File: config.mk
export PLATFORM = sky130hd
export DESIGN_NAME = gdp_lane
export DESIGN_NICKNAME = d
export VERILOG_FILES = /design/src/hw/rtl/assert_macros.svh /design/src/hw/rtl/gdp_pkg.sv /design/src/hw/rtl/gdp_lane.sv
export SDC_FILE = /design/constraint.sdc
export NUM_CORES = 1
export LEC_CHECK = 0
export BUFFER_PORTS_ARGS = -buffer_cell sky130_fd_sc_hd__buf_2
export CAP_MARGIN = 20
export CORE_ASPECT_RATIO = 1.5
export CORE_MARGIN = 2
export CORE_UTILIZATION = 50
export DETAILED_ROUTE_END_ITERATION = 12
export PLACE_DENSITY_LB_ADDON = 0.1
export SLEW_MARGIN = 20
export SYNTH_ARGS = -nofsm -noshare
export SYNTH_HDL_FRONTEND = slang
export SYNTH_SLANG_ARGS = --single-unit
export TNS_END_PERCENT = 1
File: constraint.sdc
create_clock -name clock -period 12.5 [get_ports clock]
set_input_delay 1.875 -clock clock [delete_from_list [all_inputs] [get_ports clock]]
set_output_delay 1.875 -clock clock [all_outputs]
set_load 0.1 [all_outputs]
File: src/hw/rtl/assert_macros.svh
// ----------------------------------------------------------------------------
// assert_macros.svh
// Concurrent assertion shorthands used by the gradient pixel RTL.
// ----------------------------------------------------------------------------
`ifndef ASSERT_MACROS_SVH
`define ASSERT_MACROS_SVH

// same-cycle implication, off while reset is high
`define GDP_ASSERT_IMPL(lbl, clk, rst, ante, cons) \
   lbl: assert property (@(posedge clk) disable iff (rst) (ante) |-> (cons)) \
      else $error("gradient pixel: implication failed");

// next-cycle implication, off while reset is high
`define GDP_ASSERT_NEXT(lbl, clk, rst, ante, cons) \
   lbl: assert property (@(posedge clk) disable iff (rst) (ante) |=> (cons)) \
      else $error("gradient pixel: next-cycle check failed");

// state right after a reset cycle
`define GDP_ASSERT_RESET(lbl, clk, rst, cons) \
   lbl: assert property (@(posedge clk) (rst) |=> (cons)) \
      else $error("gradient pixel: reset check failed");

`endif

File: src/hw/rtl/gdp_pkg.sv
// ----------------------------------------------------------------------------
// gdp_pkg
// Widths, pipeline layout, register codes and the Bayer table.
// ----------------------------------------------------------------------------
package gdp_pkg;

   localparam int CHAN_W   = 16;
   localparam int NUM_CHAN = 4;
   localparam int COORD_W  = 12;
   localparam int BYTE_W   = 8;
   localparam int LEN_W    = 13;

   // |end-start| * pos, and the quotient kept up to the point where it saturates
   localparam int PROD_W = CHAN_W + COORD_W;
   localparam int QUO_W  = CHAN_W + 1;
   localparam int HEAD_W = PROD_W - QUO_W;
   localparam int SUM_W  = QUO_W + 2;

   localparam int DIV_STEPS  = 3;
   localparam int DIV_STAGES = (QUO_W + DIV_STEPS - 1) / DIV_STEPS;

   localparam int ST_FRONT    = 0;
   localparam int ST_MUL      = 1;
   localparam int ST_DIV0     = 2;
   localparam int ST_OUT      = ST_DIV0 + DIV_STAGES;
   localparam int PIPE_STAGES = ST_OUT + 1;

   localparam logic [CHAN_W-1:0] CHAN_MAX = 16'hFF00;

   localparam int CSR_IDX_W  = 2;
   localparam int CSR_DATA_W = 64;

   typedef enum logic [CSR_IDX_W-1:0] {
      CSR_START_COLOR = 2'd0,
      CSR_END_COLOR   = 2'd1,
      CSR_VERTICAL    = 2'd2,
      CSR_LENGTH      = 2'd3
   } csr_index_type;

   localparam int DITHER_DIM = 8;
   localparam int BAYER_W    = 6;

   typedef logic [BAYER_W-1:0] bayer_type;

   localparam bayer_type BAYER_TAB [DITHER_DIM*DITHER_DIM] = '{
      6'd0,  6'd48, 6'd12, 6'd60, 6'd3,  6'd51, 6'd15, 6'd63,
      6'd32, 6'd16, 6'd44, 6'd28, 6'd35, 6'd19, 6'd47, 6'd31,
      6'd8,  6'd56, 6'd4,  6'd52, 6'd11, 6'd59, 6'd7,  6'd55,
      6'd40, 6'd24, 6'd36, 6'd20, 6'd43, 6'd27, 6'd39, 6'd23,
      6'd2,  6'd50, 6'd14, 6'd62, 6'd1,  6'd49, 6'd13, 6'd61,
      6'd34, 6'd18, 6'd46, 6'd30, 6'd33, 6'd17, 6'd45, 6'd29,
      6'd10, 6'd58, 6'd6,  6'd54, 6'd9,  6'd57, 6'd5,  6'd53,
      6'd42, 6'd26, 6'd38, 6'd22, 6'd41, 6'd25, 6'd37, 6'd21
   };

   typedef struct packed {
      logic [NUM_CHAN*CHAN_W-1:0] start_color;
      logic [NUM_CHAN*CHAN_W-1:0] end_color;
      logic                       vertical;
      logic                       flat;
   } cfg_type;

   typedef struct packed {
      logic [PIPE_STAGES-1:0] load;
      logic [PIPE_STAGES-1:0] valid;
   } pipe_ctl_type;

endpackage

File: src/hw/rtl/gdp_lane.sv
// ----------------------------------------------------------------------------
// gdp_lane
// One colour channel: difference, multiply, pipelined divide, clamp, dither.
// ----------------------------------------------------------------------------
module gdp_lane #(
   parameter int MAX_LENGTH = 4096
) (
   input  logic                          clock,
   input  gdp_pkg::pipe_ctl_type         ctl,
   input  logic [gdp_pkg::CHAN_W-1:0]    start_chan,
   input  logic [gdp_pkg::CHAN_W-1:0]    end_chan,
   input  logic                          flat,
   input  logic [gdp_pkg::COORD_W-1:0]   pos,
   input  logic [$clog2(MAX_LENGTH)-1:0] divisor,
   input  logic [gdp_pkg::BYTE_W-1:0]    thr,
   output logic [gdp_pkg::BYTE_W-1:0]    byte_ff
);

   localparam int DIV_W  = $clog2(MAX_LENGTH);
   localparam int CW     = gdp_pkg::CHAN_W;
   localparam int QW     = gdp_pkg::QUO_W;
   localparam int PW     = gdp_pkg::PROD_W;
   localparam int HW     = gdp_pkg::HEAD_W;
   localparam int CMP_W  = (DIV_W > HW) ? DIV_W : HW;
   localparam int NDIV   = gdp_pkg::DIV_STAGES;
   localparam int NCARRY = gdp_pkg::ST_OUT;

   logic [CW-1:0]    s_ff   [NCARRY];
   logic             neg_ff [NCARRY];
   logic [CW-1:0]    dmag_ff, dmag_in;
   logic             neg_in;
   logic [CW:0]      diff;
   logic [PW-1:0]    prod_ff;
   logic [DIV_W-1:0] rem_ff [NDIV];
   logic [QW-1:0]    nq_ff  [NDIV];
   logic             sat_ff [NDIV];
   logic [CW-1:0]    val;
   logic [gdp_pkg::SUM_W-1:0] sum, addend;
   logic [gdp_pkg::BYTE_W-1:0] byte_in;

   // front: sign and magnitude of end-start; a flat gradient contributes nothing
   always_comb begin
      diff    = {1'b0, end_chan} - {1'b0, start_chan};
      neg_in  = diff[CW] && !flat;
      dmag_in = flat ? '0 : (diff[CW] ? CW'(-diff) : diff[CW-1:0]);
   end

   always_ff @(posedge clock) begin
      if (ctl.load[gdp_pkg::ST_FRONT]) begin
         s_ff[0]   <= start_chan;
         neg_ff[0] <= neg_in;
         dmag_ff   <= dmag_in;
      end
      for (int i = 1; i < NCARRY; i++) begin
         if (ctl.load[i]) begin
            s_ff[i]   <= s_ff[i-1];
            neg_ff[i] <= neg_ff[i-1];
         end
      end
      if (ctl.load[gdp_pkg::ST_MUL]) begin
         prod_ff <= {{gdp_pkg::COORD_W{1'b0}}, dmag_ff} * {{CW{1'b0}}, pos};
      end
   end

   // restoring division, a few quotient bits per stage; the first stage also
   // flags quotients too large to matter, which saturate the channel
   for (genvar j = 0; j < NDIV; j++) begin : g_div
      logic [DIV_W-1:0] rem_src, rem_in;
      logic [QW-1:0]    nq_src, nq_in;
      logic             sat_src;
      logic [DIV_W:0]   trial;

      if (j == 0) begin : g_head
         assign sat_src = (CMP_W'(prod_ff[PW-1:QW]) >= CMP_W'(divisor));
         assign rem_src = sat_src ? '0 : DIV_W'(prod_ff[PW-1:QW]);
         assign nq_src  = prod_ff[QW-1:0];
      end else begin : g_body
         assign sat_src = sat_ff[j-1];
         assign rem_src = rem_ff[j-1];
         assign nq_src  = nq_ff[j-1];
      end

      always_comb begin
         rem_in = rem_src;
         nq_in  = nq_src;
         trial  = '0;
         for (int k = 0; k < gdp_pkg::DIV_STEPS; k++) begin
            if (j * gdp_pkg::DIV_STEPS + k < QW) begin
               trial = {rem_in, nq_in[QW-1]};
               nq_in = {nq_in[QW-2:0], 1'b0};
               if (trial >= {1'b0, divisor}) begin
                  trial    = trial - {1'b0, divisor};
                  nq_in[0] = 1'b1;
               end
               rem_in = trial[DIV_W-1:0];
            end
         end
      end

      always_ff @(posedge clock) begin
         if (ctl.load[gdp_pkg::ST_DIV0 + j]) begin
            rem_ff[j] <= rem_in;
            nq_ff[j]  <= nq_in;
            sat_ff[j] <= sat_src;
         end
      end
   end

   // output: apply the sign, clamp to [0, 255.0], round up against the threshold
   always_comb begin
      addend = {2'b00, nq_ff[NDIV-1]};
      if (neg_ff[NCARRY-1]) begin
         addend = ~addend + gdp_pkg::SUM_W'(1);
      end
      sum = {3'b000, s_ff[NCARRY-1]} + addend;
      priority if (sat_ff[NDIV-1]) begin
         val = neg_ff[NCARRY-1] ? '0 : gdp_pkg::CHAN_MAX;
      end else if (sum[gdp_pkg::SUM_W-1]) begin
         val = '0;
      end else if (sum[gdp_pkg::SUM_W-2:0] > (gdp_pkg::SUM_W-1)'(gdp_pkg::CHAN_MAX)) begin
         val = gdp_pkg::CHAN_MAX;
      end else begin
         val = sum[CW-1:0];
      end
      byte_in = val[CW-1:gdp_pkg::BYTE_W];
      if (val[CW-1:gdp_pkg::BYTE_W] != {gdp_pkg::BYTE_W{1'b1}}
          && val[gdp_pkg::BYTE_W-1:0] > thr) begin
         byte_in = val[CW-1:gdp_pkg::BYTE_W] + gdp_pkg::BYTE_W'(1);
      end
   end

   always_ff @(posedge clock) begin
      if (ctl.load[gdp_pkg::ST_OUT]) begin
         byte_ff <= byte_in;
      end
   end

endmodule

Yosys cells after proc, flatten, opt, wreduce, memory -nomap -nowiden
Memory sizes are Yosys's and may differ from the RTL's.
Index checks and enable logic that the tools add are counted.
Word-level totals
  register bits: 52
  bits in writable memories: 316
  memories: 5
Operators by class
  $add $sub $neg: 22
  multiply operators: 1
  order comparisons: 20
  equal/unequal tests: 1
  muxes and demuxes: 58
  bitwise operators: 1
  reductions and logical operators: 3
Memory list
  s_ff: depth 8, width 16, read ports 8, clocked after memory_dff 0, wr ports 8, RTL line gdp_lane.sv:28  | logic [CW-1:0] s_ff [NCARRY];
  nq_ff: depth 6, width 17, read ports 6, clocked after memory_dff 0, wr ports 6, RTL line gdp_lane.sv:35  | logic [QW-1:0] nq_ff [NDIV];
  rem_ff: depth 6, width 12, read ports 5, clocked after memory_dff 0, wr ports 6, RTL line gdp_lane.sv:34  | logic [DIV_W-1:0] rem_ff [NDIV];
  neg_ff: depth 8, width 1, read ports 8, clocked after memory_dff 0, wr ports 8, RTL line gdp_lane.sv:29  | logic neg_ff [NCARRY];
  sat_ff: depth 6, width 1, read ports 6, clocked after memory_dff 0, wr ports 6, RTL line gdp_lane.sv:36  | logic sat_ff [NDIV];
Operators by type and width (count)
  $ge A13 B12 Y1: 16
  $mux W12: 17
  $sub A12 B12 Y12: 17
  $mux W16: 5
  $mux W1: 33
  $mul A16 B12 Y28: 1
  $add A16 B19 Y19: 1
  $add A19 B1 Y19 const B: 1
  $mux W19: 1
  $not A17 Y19: 1
  $gt A18 B16 Y1 const B: 1
  $sub A16 B16 Y17: 1
  $neg A16 Y16: 1
  $ge A11 B12 Y1: 1
  $ge A12 B12 Y1: 1
  $mux W11: 1
  $add A8 B1 Y8 const B: 1
  $gt A8 B8 Y1: 1
  $mux W8: 1
  $ne A8 B8 Y1 const B: 1
  $logic_and A1 B1 Y1: 2
  $logic_not A1 Y1: 1

Longest topological paths before layout
Gate-level depths: netlist of the first run.
An unclocked memory read counts as a cell.
  depth in word-level cells: 12
  mapped depth: 50
  depth with buffers taken out: 45

Worst setup path before layout of the first run
No wires, ideal clock.
  kind: input port to flip-flop
  start: input divisor[1]
  end: memory rem_ff[0][10] (netlist name), data pin
  arrival: 11.345 ns
  data required time: 12.240 ns
  slack: 0.895 ns
  stages: 49
  path buffers: 5
  cells stage by stage: inv_1 > ha_1 > nand2_1 > o21ai_0 > a21o_1 > a21oi_1 > clkbuf_1 > and2_1 > ha_1 > o21a_1 > nor2_1 > a211oi_1 > a211oi_1 > a31o_2 > a21oi_1 > buf_2 > buf_1 > nand2_1 > [13 not listed] > inv_1 > clkbuf_1 > a21oi_1 > ha_1 > nor2b_1 > o21ai_0 > a21oi_1 > o21ai_0 > a21boi_0 > o21ai_0 > a21boi_0 > o31ai_1 > a21oi_1 > or3_1 > a211oi_1 > inv_1 > buf_2 > mux2_2
RTL lines
  start, declared: RTL line gdp_lane.sv:14  | input logic [$clog2(MAX_LENGTH)-1:0] divisor,
  end, declared: RTL line gdp_lane.sv:34

==> results of run 1 <==
metal layers:
layer,track usage (%),part of all wire (%)
met1,25.5,38
met2,44.5,54
met3,2.20,3.1
met4,11.2,4.9
met5,0,0
final cells by class:
| cell class | count | area, um2 | share of cell area [%] |
|---|---|---|---|
| clock inverter | 26 | 275 | 0.837 |
| sequential | 356 | 10700 | 32.5 |
| tap | 784 | 981 | 2.98 |
| clock buffer | 43 | 970 | 2.95 |
| inverter | 343 | 1290 | 3.92 |
| multi-input combinational | 2219 | 18000 | 54.8 |
| timing repair buffer | 114 | 651 | 1.98 |
Yosys cell counts, drive strengths merged (11+ instances only):
cell,instances
a211oi,25
a21boi,44
a21o,49
a21oi,148
and2,84
and3,11
clkbuf,45
edfxtp,356
fa,157
ha,323
inv,343
mux2,115
mux2i,21
nand2,273
nand2b,36
nand3,45
nand4,36
nor2,214
nor2b,41
nor3,35
nor4,11
o21a,26
o21ai,171
o21bai,16
o31ai,24
or3,23
xnor2,122
xor2,47
per-stage QoR:
step / instances / worst slack, ns / util [%]
2_1_floorplan: 2973 / 0.895 / -
3_3_place_gp: 3816 / 0.626 / 52.8
3_5_place_dp: 3816 / 0.286 / 52.8
4_1_cts: 3885 / 0.872 / 54.9
5_1_grt: 3885 / 0.0151 / 54.9
6_report: 3885 / 0.867 / 54.9
critical path: cells and delay by family:
kind | cells | cell delay (ns)
compound gates | 26 | 6.07
simple gates | 6 | 1.40
mux | 1 | 0.35
fa+ha+maj | 3 | 1.03
buf+inv | 5 | 1.16
flip-flops by register name, summed over array words and instances, names as in the netlist:
| register | cells |
|---|---|
| s_ff | 128 |
| sat_ff | 6 |
| byte_ff | 8 |
| nq_ff | 102 |
| prod_ff | 28 |
| dmag_ff | 16 |
| rem_ff | 60 |
| neg_ff | 8 |
repair_timing:
action                     4_1_cts  5_1_grt
hold buffers                     0        0
setup endpoints to repair        0       33
gates resized for setup          0        6
logic make-up (layout without fill, tap and decap cells):
| logic type | after synthesis | after routing |
|---|---|---|
| xor+xnor | 169 | 169 |
| fa+ha+maj | 481 | 481 |
| mux | 136 | 136 |
| buf+inv | 398 | 526 |
| compound gates | 591 | 591 |
| simple gates | 842 | 842 |
| flops | 356 | 356 |
worst paths after layout:
path,start,endpoint,slack (ns),depth (start not counted)
worst max register to register,prod_ff[21],rem_ff[0][11],2.26,44
worst max-delay path,divisor[1],rem_ff[3][2],0.87,41
worst min register to register,s_ff[1][46],s_ff[1][62],0.41,0
worst min-delay path,s_ff[1][46],s_ff[1][62],0.41,0
==> out/results.ini, run 1 <==
[logic_synthesis]
synth_fa_ha_area_share_pct = 23.8
synth_top_area_cell = edfxtp_1
syn_inst = 2973
syn_avg_cell_area_um2 = 10.2
synth_seq_cells = 356
synth_edf_count = 356
yosysTopAreaCellShare_pct = 35.4
ys_seq_area_share_pct = 35.4
synth_fp_nets = 3537
synth_compound_area_share_pct = 12.5
synth_cell_type_count = 86
yosys_warnings = 0
synth_xor_area_share_pct = 4.90
synth_area_leaders = edfxtp_1 35%, ha_1 13%, fa_1 10%
muxShareOfSynthArea_pct = 5.00
synth_top_family_by_area = adder cells
synthArstFlopShare_pct = 0
netlist_area_mm2 = 0.0302
synth_top_flop_cell = edfxtp_1
synth-simple-area-share_pct = 13.4

[floorplan]
num_io_pins = 92
dieArea_mm2 = 0.0624
die_width_um = 205
start_util_pct = 50.4
die_height_um = 305
rows = 110
fp.coreArea_mm2 = 0.0599

[placed_design]
placed_area_mm2 = 0.0316
io_buffers = 82
place_congestion = 0.897
dpl.hpwl_mm = 55.8

[global_route]
grt_first_pass_wirelength_mm = 116
antenna_found_initial = 1
grt-ovfl-total = 0
grt_max_degree = 48
grtUsageTotal_pct = 23.4
grt_pass1_vias = 23280

[timing]
clock_skew_ns = 0.0247
fin_setup_tns_ns = 0
max_freq_ghz = 0.0860
setup_viol = 0
finalCritPeriodShare_pct = 93.1
rsz0062_at_grt = no
slew_headroom_pct = 46.3
report.final.slew_viol_count = 0
finalHoldViolations = 0
fin_crit_ns = 11.63
worst_pin_slew_ns = 0.806
whs_ns = 0.415

[detailed_routing]
route.final.wire_length_mm = 71.8
drtIter0Drc = 1041
dr_total_vias = 22104
drc = 0
drtAntennaViolNets = 0
routed_via_density = 5.69
dr.pass1.iters = 7
routedWlPerCell_um = 18.5

[worst_setup_path]
critPathSlowestCell = o41ai_1
cp.required_ns = 12.81
startpoint_type = input pin
cp_max_fo = 29
cpMostUsedCell = o21ai_0
crit_type = input pin to register
cp-end-kind = register
max_stage_delay_ns = 0.57
cp.arrival_ns = 11.94

[clock_network]
cts-root-buf = clkbuf_16
cts_tree = yes
cts_sinks = 356
clockBufferDepth = 3
postCtsSetupBuffers = 0
path_clk_slew_ns = 0.07
cts_buffers = 38
h-tree-depth = 2
clk_latency_ns = 0.56

[final_layout]
nFillCells = 5248
final_cell_mix = 356 x edfxtp_1, 342 x inv_1, 323 x ha_1
drive_gt1_share_pct = 10.8
finalInstanceArea_mm2 = 0.0329
area_growth_pct = 8.87
final_common_cell = edfxtp_1
n_antenna_cell = 0
fin_nets = 3636

[run]
drv_cap = 0

[run_status]
status = finished clean

[worst_hold_path]
hold_path.class = register to register

Power of run 1 is left out: the tool's default activity adds up to more than one toggle a clock period on the data nets, which glitch-free logic cannot reach.
==> inputs of run 2 (changes only) <==
ABC_AREA = 1   (was unset)
==> run 2 against run 1 <==
Effect of this change: clock-buffer cell count is 2 lower; global-route usage is 0.77 points higher; cell count is 16% higher; first-iteration DRC count is 25% higher; worst setup slack better by 2.1 ns; synthesized cell count is 21% higher; wire length is 5.6% higher; largest cell class unchanged.
==> out/results.ini, run 2 <==
[run_status]
status = finished clean

[worst_setup_path]
cpMostUsedCell = nand2_1
cp.arrival_ns = 9.92  ; -2.02 ns
startpoint_type = input pin
max_stage_delay_ns = 0.48  ; -0.09 ns
crit_type = input pin to register
cp_max_fo = 19  ; -34%
cp-end-kind = register
critPathSlowestCell = nor3_1
cp.required_ns = 12.93  ; +0.12 ns

[timing]
finalCritPeriodShare_pct = 75.9  ; -17 points
rsz0062_at_grt = no
max_freq_ghz = 0.105  ; +23%
finalHoldViolations = 0  ; unchanged
worst_pin_slew_ns = 1.08  ; +0.272 ns
fin_crit_ns = 9.49  ; -2.14 ns
report.final.slew_viol_count = 0  ; unchanged
fin_setup_tns_ns = 0  ; unchanged
setup_viol = 0  ; unchanged
clock_skew_ns = 0.0179  ; -0.00687 ns
slew_headroom_pct = 28.2  ; -18 points

[floorplan]
rows = 111  ; +0.91%
fp.coreArea_mm2 = 0.0612  ; +2.3%
start_util_pct = 50.7  ; +0.29 points
num_io_pins = 92  ; unchanged
die_width_um = 208  ; +1.4%
die_height_um = 309  ; +1.4%
dieArea_mm2 = 0.0642  ; +2.8%

[clock_network]
ctsHoldBuffers = 0  ; unchanged
clockBufferDepth = 3  ; unchanged
cts_tree = yes
path_clk_slew_ns = 0.07  ; about the same
cts_sinks = 356  ; unchanged
h-tree-depth = 2  ; unchanged
cts-root-buf = clkbuf_16
clk_latency_ns = 0.57  ; about the same
postCtsSetupBuffers = 0  ; unchanged
post_cts_resized = 0  ; unchanged
cts_buffers = 38  ; unchanged

[final_layout]
area_growth_pct = 8.21
fin_nets = 4239  ; +17%
n_antenna_cell = 0  ; unchanged
largest_reg_flops = 128  ; unchanged
seq_area_mm2 = 0.0107  ; unchanged
regMostFlops = s_ff
nFillCells = 5584  ; +6.4%
final_common_cell = nand2_1
final_cell_mix = 909 x nand2_1, 563 x inv_1, 356 x edfxtp_1
reg_top3 = s_ff x128, nq_ff x102, rem_ff x60
drive_gt1_share_pct = 6.72  ; -4.0 points
multi_input_area_mm2 = 0.0179  ; -0.90%
utilization_pct = 54.9  ; about the same

[logic_synthesis]
synth_seq_cells = 356  ; unchanged
ys_seq_area_share_pct = 34.4  ; -0.99 points
yosysMostFrequentCell = nand2_1
syn_avg_cell_area_um2 = 8.61  ; -15%
synthTopCellsByCount = 909 x nand2_1, 563 x inv_1, 356 x edfxtp_1, 323 x ha_1, 256 x a21oi_1
netlist_area_mm2 = 0.0311  ; +2.9%
syn_inst = 3608  ; +21%
yosys_warnings = 0  ; unchanged
synth_top_area_cell = edfxtp_1
synth_cell_type_count = 62  ; -28%
synth_area_leaders = edfxtp_1 34%, ha_1 13%, nand2_1 11%
synthArstFlopShare_pct = 0  ; unchanged
synth_edf_count = 356  ; unchanged
synth_fp_nets = 4172  ; +18%
synth_top_flop_cell = edfxtp_1
yosysTopAreaCellShare_pct = 34.4  ; -0.99 points

[placed_design]
place_congestion = 0.934  ; +4.1%
io_buffers = 82  ; unchanged
dpl.hpwl_mm = 60.2  ; +7.9%

[global_route]
antenna_found_initial = 3  ; +2
grtUsageTotal_pct = 24.1  ; +0.77 points
grt_pass1_vias = 25335  ; +8.8%
grt-ovfl-total = 0  ; unchanged
grt_first_pass_wirelength_mm = 124  ; +7.1%
grt_max_degree = 48  ; unchanged

[detailed_routing]
routed_via_density = 5.42  ; -4.7%
drc = 0  ; unchanged
drtAntennaViolNets = 0  ; unchanged
dr_total_vias = 24361  ; +10%
route.final.wire_length_mm = 75.9  ; +5.6%
drtIter0Drc = 1302  ; +25%
routedWlPerCell_um = 16.9  ; -8.7%
dr.pass1.iters = 6  ; -1

[run]
drv_cap = 0  ; unchanged

[worst_hold_path]
hold_path.class = register to register

-- run 2: cell types whose count changed after synthesis, moves of 39 or more --
cell / change
nand2_1: +636
inv_1: +220
mux2_2: -112
a21oi_1: +108
xor2_1: +86
and2_1: -78
nand3_1: +69
xnor2_1: -59
o21ai_0: -44
nor2b_1: -40
a21boi_0: -39
-- run 2: logic make-up after synthesis --
group / count (synthesis) / synth area share [%]
simple gates: 1379 / 18.7
xor+xnor: 196 / 5.53
flops: 356 / 34.4
mux: 2 / 0.0725
buf+inv: 647 / 8.11
compound gates: 548 / 10.1
fa+ha+maj: 480 / 23.1
-- run 2: final timing paths --
path                                    from      endpoint  slack, ns  cells past startpoint
worst max-delay path              divisor[5]  rem_ff[0][8]       3.01                     46
worst min-delay path            neg_ff[0][2]  neg_ff[0][3]       0.41                      0
worst min register to register  neg_ff[0][2]  neg_ff[0][3]       0.41                      0
worst max register to register   prod_ff[27]  rem_ff[0][8]       4.26                     43
-- run 2: final cells by class --
cell class                 count  share of cell area [%]
inverter                     573                    6.40
tap                          791                    2.94
clock buffer                  41                    2.86
clock inverter                28                    1.22
multi-input combinational   2605                    53.1
sequential                   356                    31.8
timing repair buffer         101                    1.64
-- run 2: per-layer routing --
layer	part of all wire, %	vias to the layer above	wire, um	GRT usage, %
li1	-	12039	-	-
met4	4.2	0	3190	10.3
met3	3.2	167	2400	2.21
met1	37	11697	28300	25.1
met5	0	-	0	0
met2	55	458	42000	48.8
-- run 2: stage by stage --
step / setup slack, ns / cell area (um2) / hold slack (ns) / std cells
final: 3.01 / 33600 / 0.411 / 4495
after global routing: 2.21 / 33600 / 0.416 / 4495
after CTS: 2.96 / 33600 / 0.406 / 4495
after detailed placement: 2.36 / 32200 / 0.405 / 4426
after global placement: 2.44 / 32200 / 0.400 / 4426
after floorplan: 3.61 / 31100 / 0.400 / 3608
-- run 2: critical path: cells and delay by family --
family          cells  cell delay (ns)
compound gates     14             2.72
fa+ha+maj           4             1.13
buf+inv            10             1.26
simple gates       18             2.93
Power of run 2 is left out for the same reason.
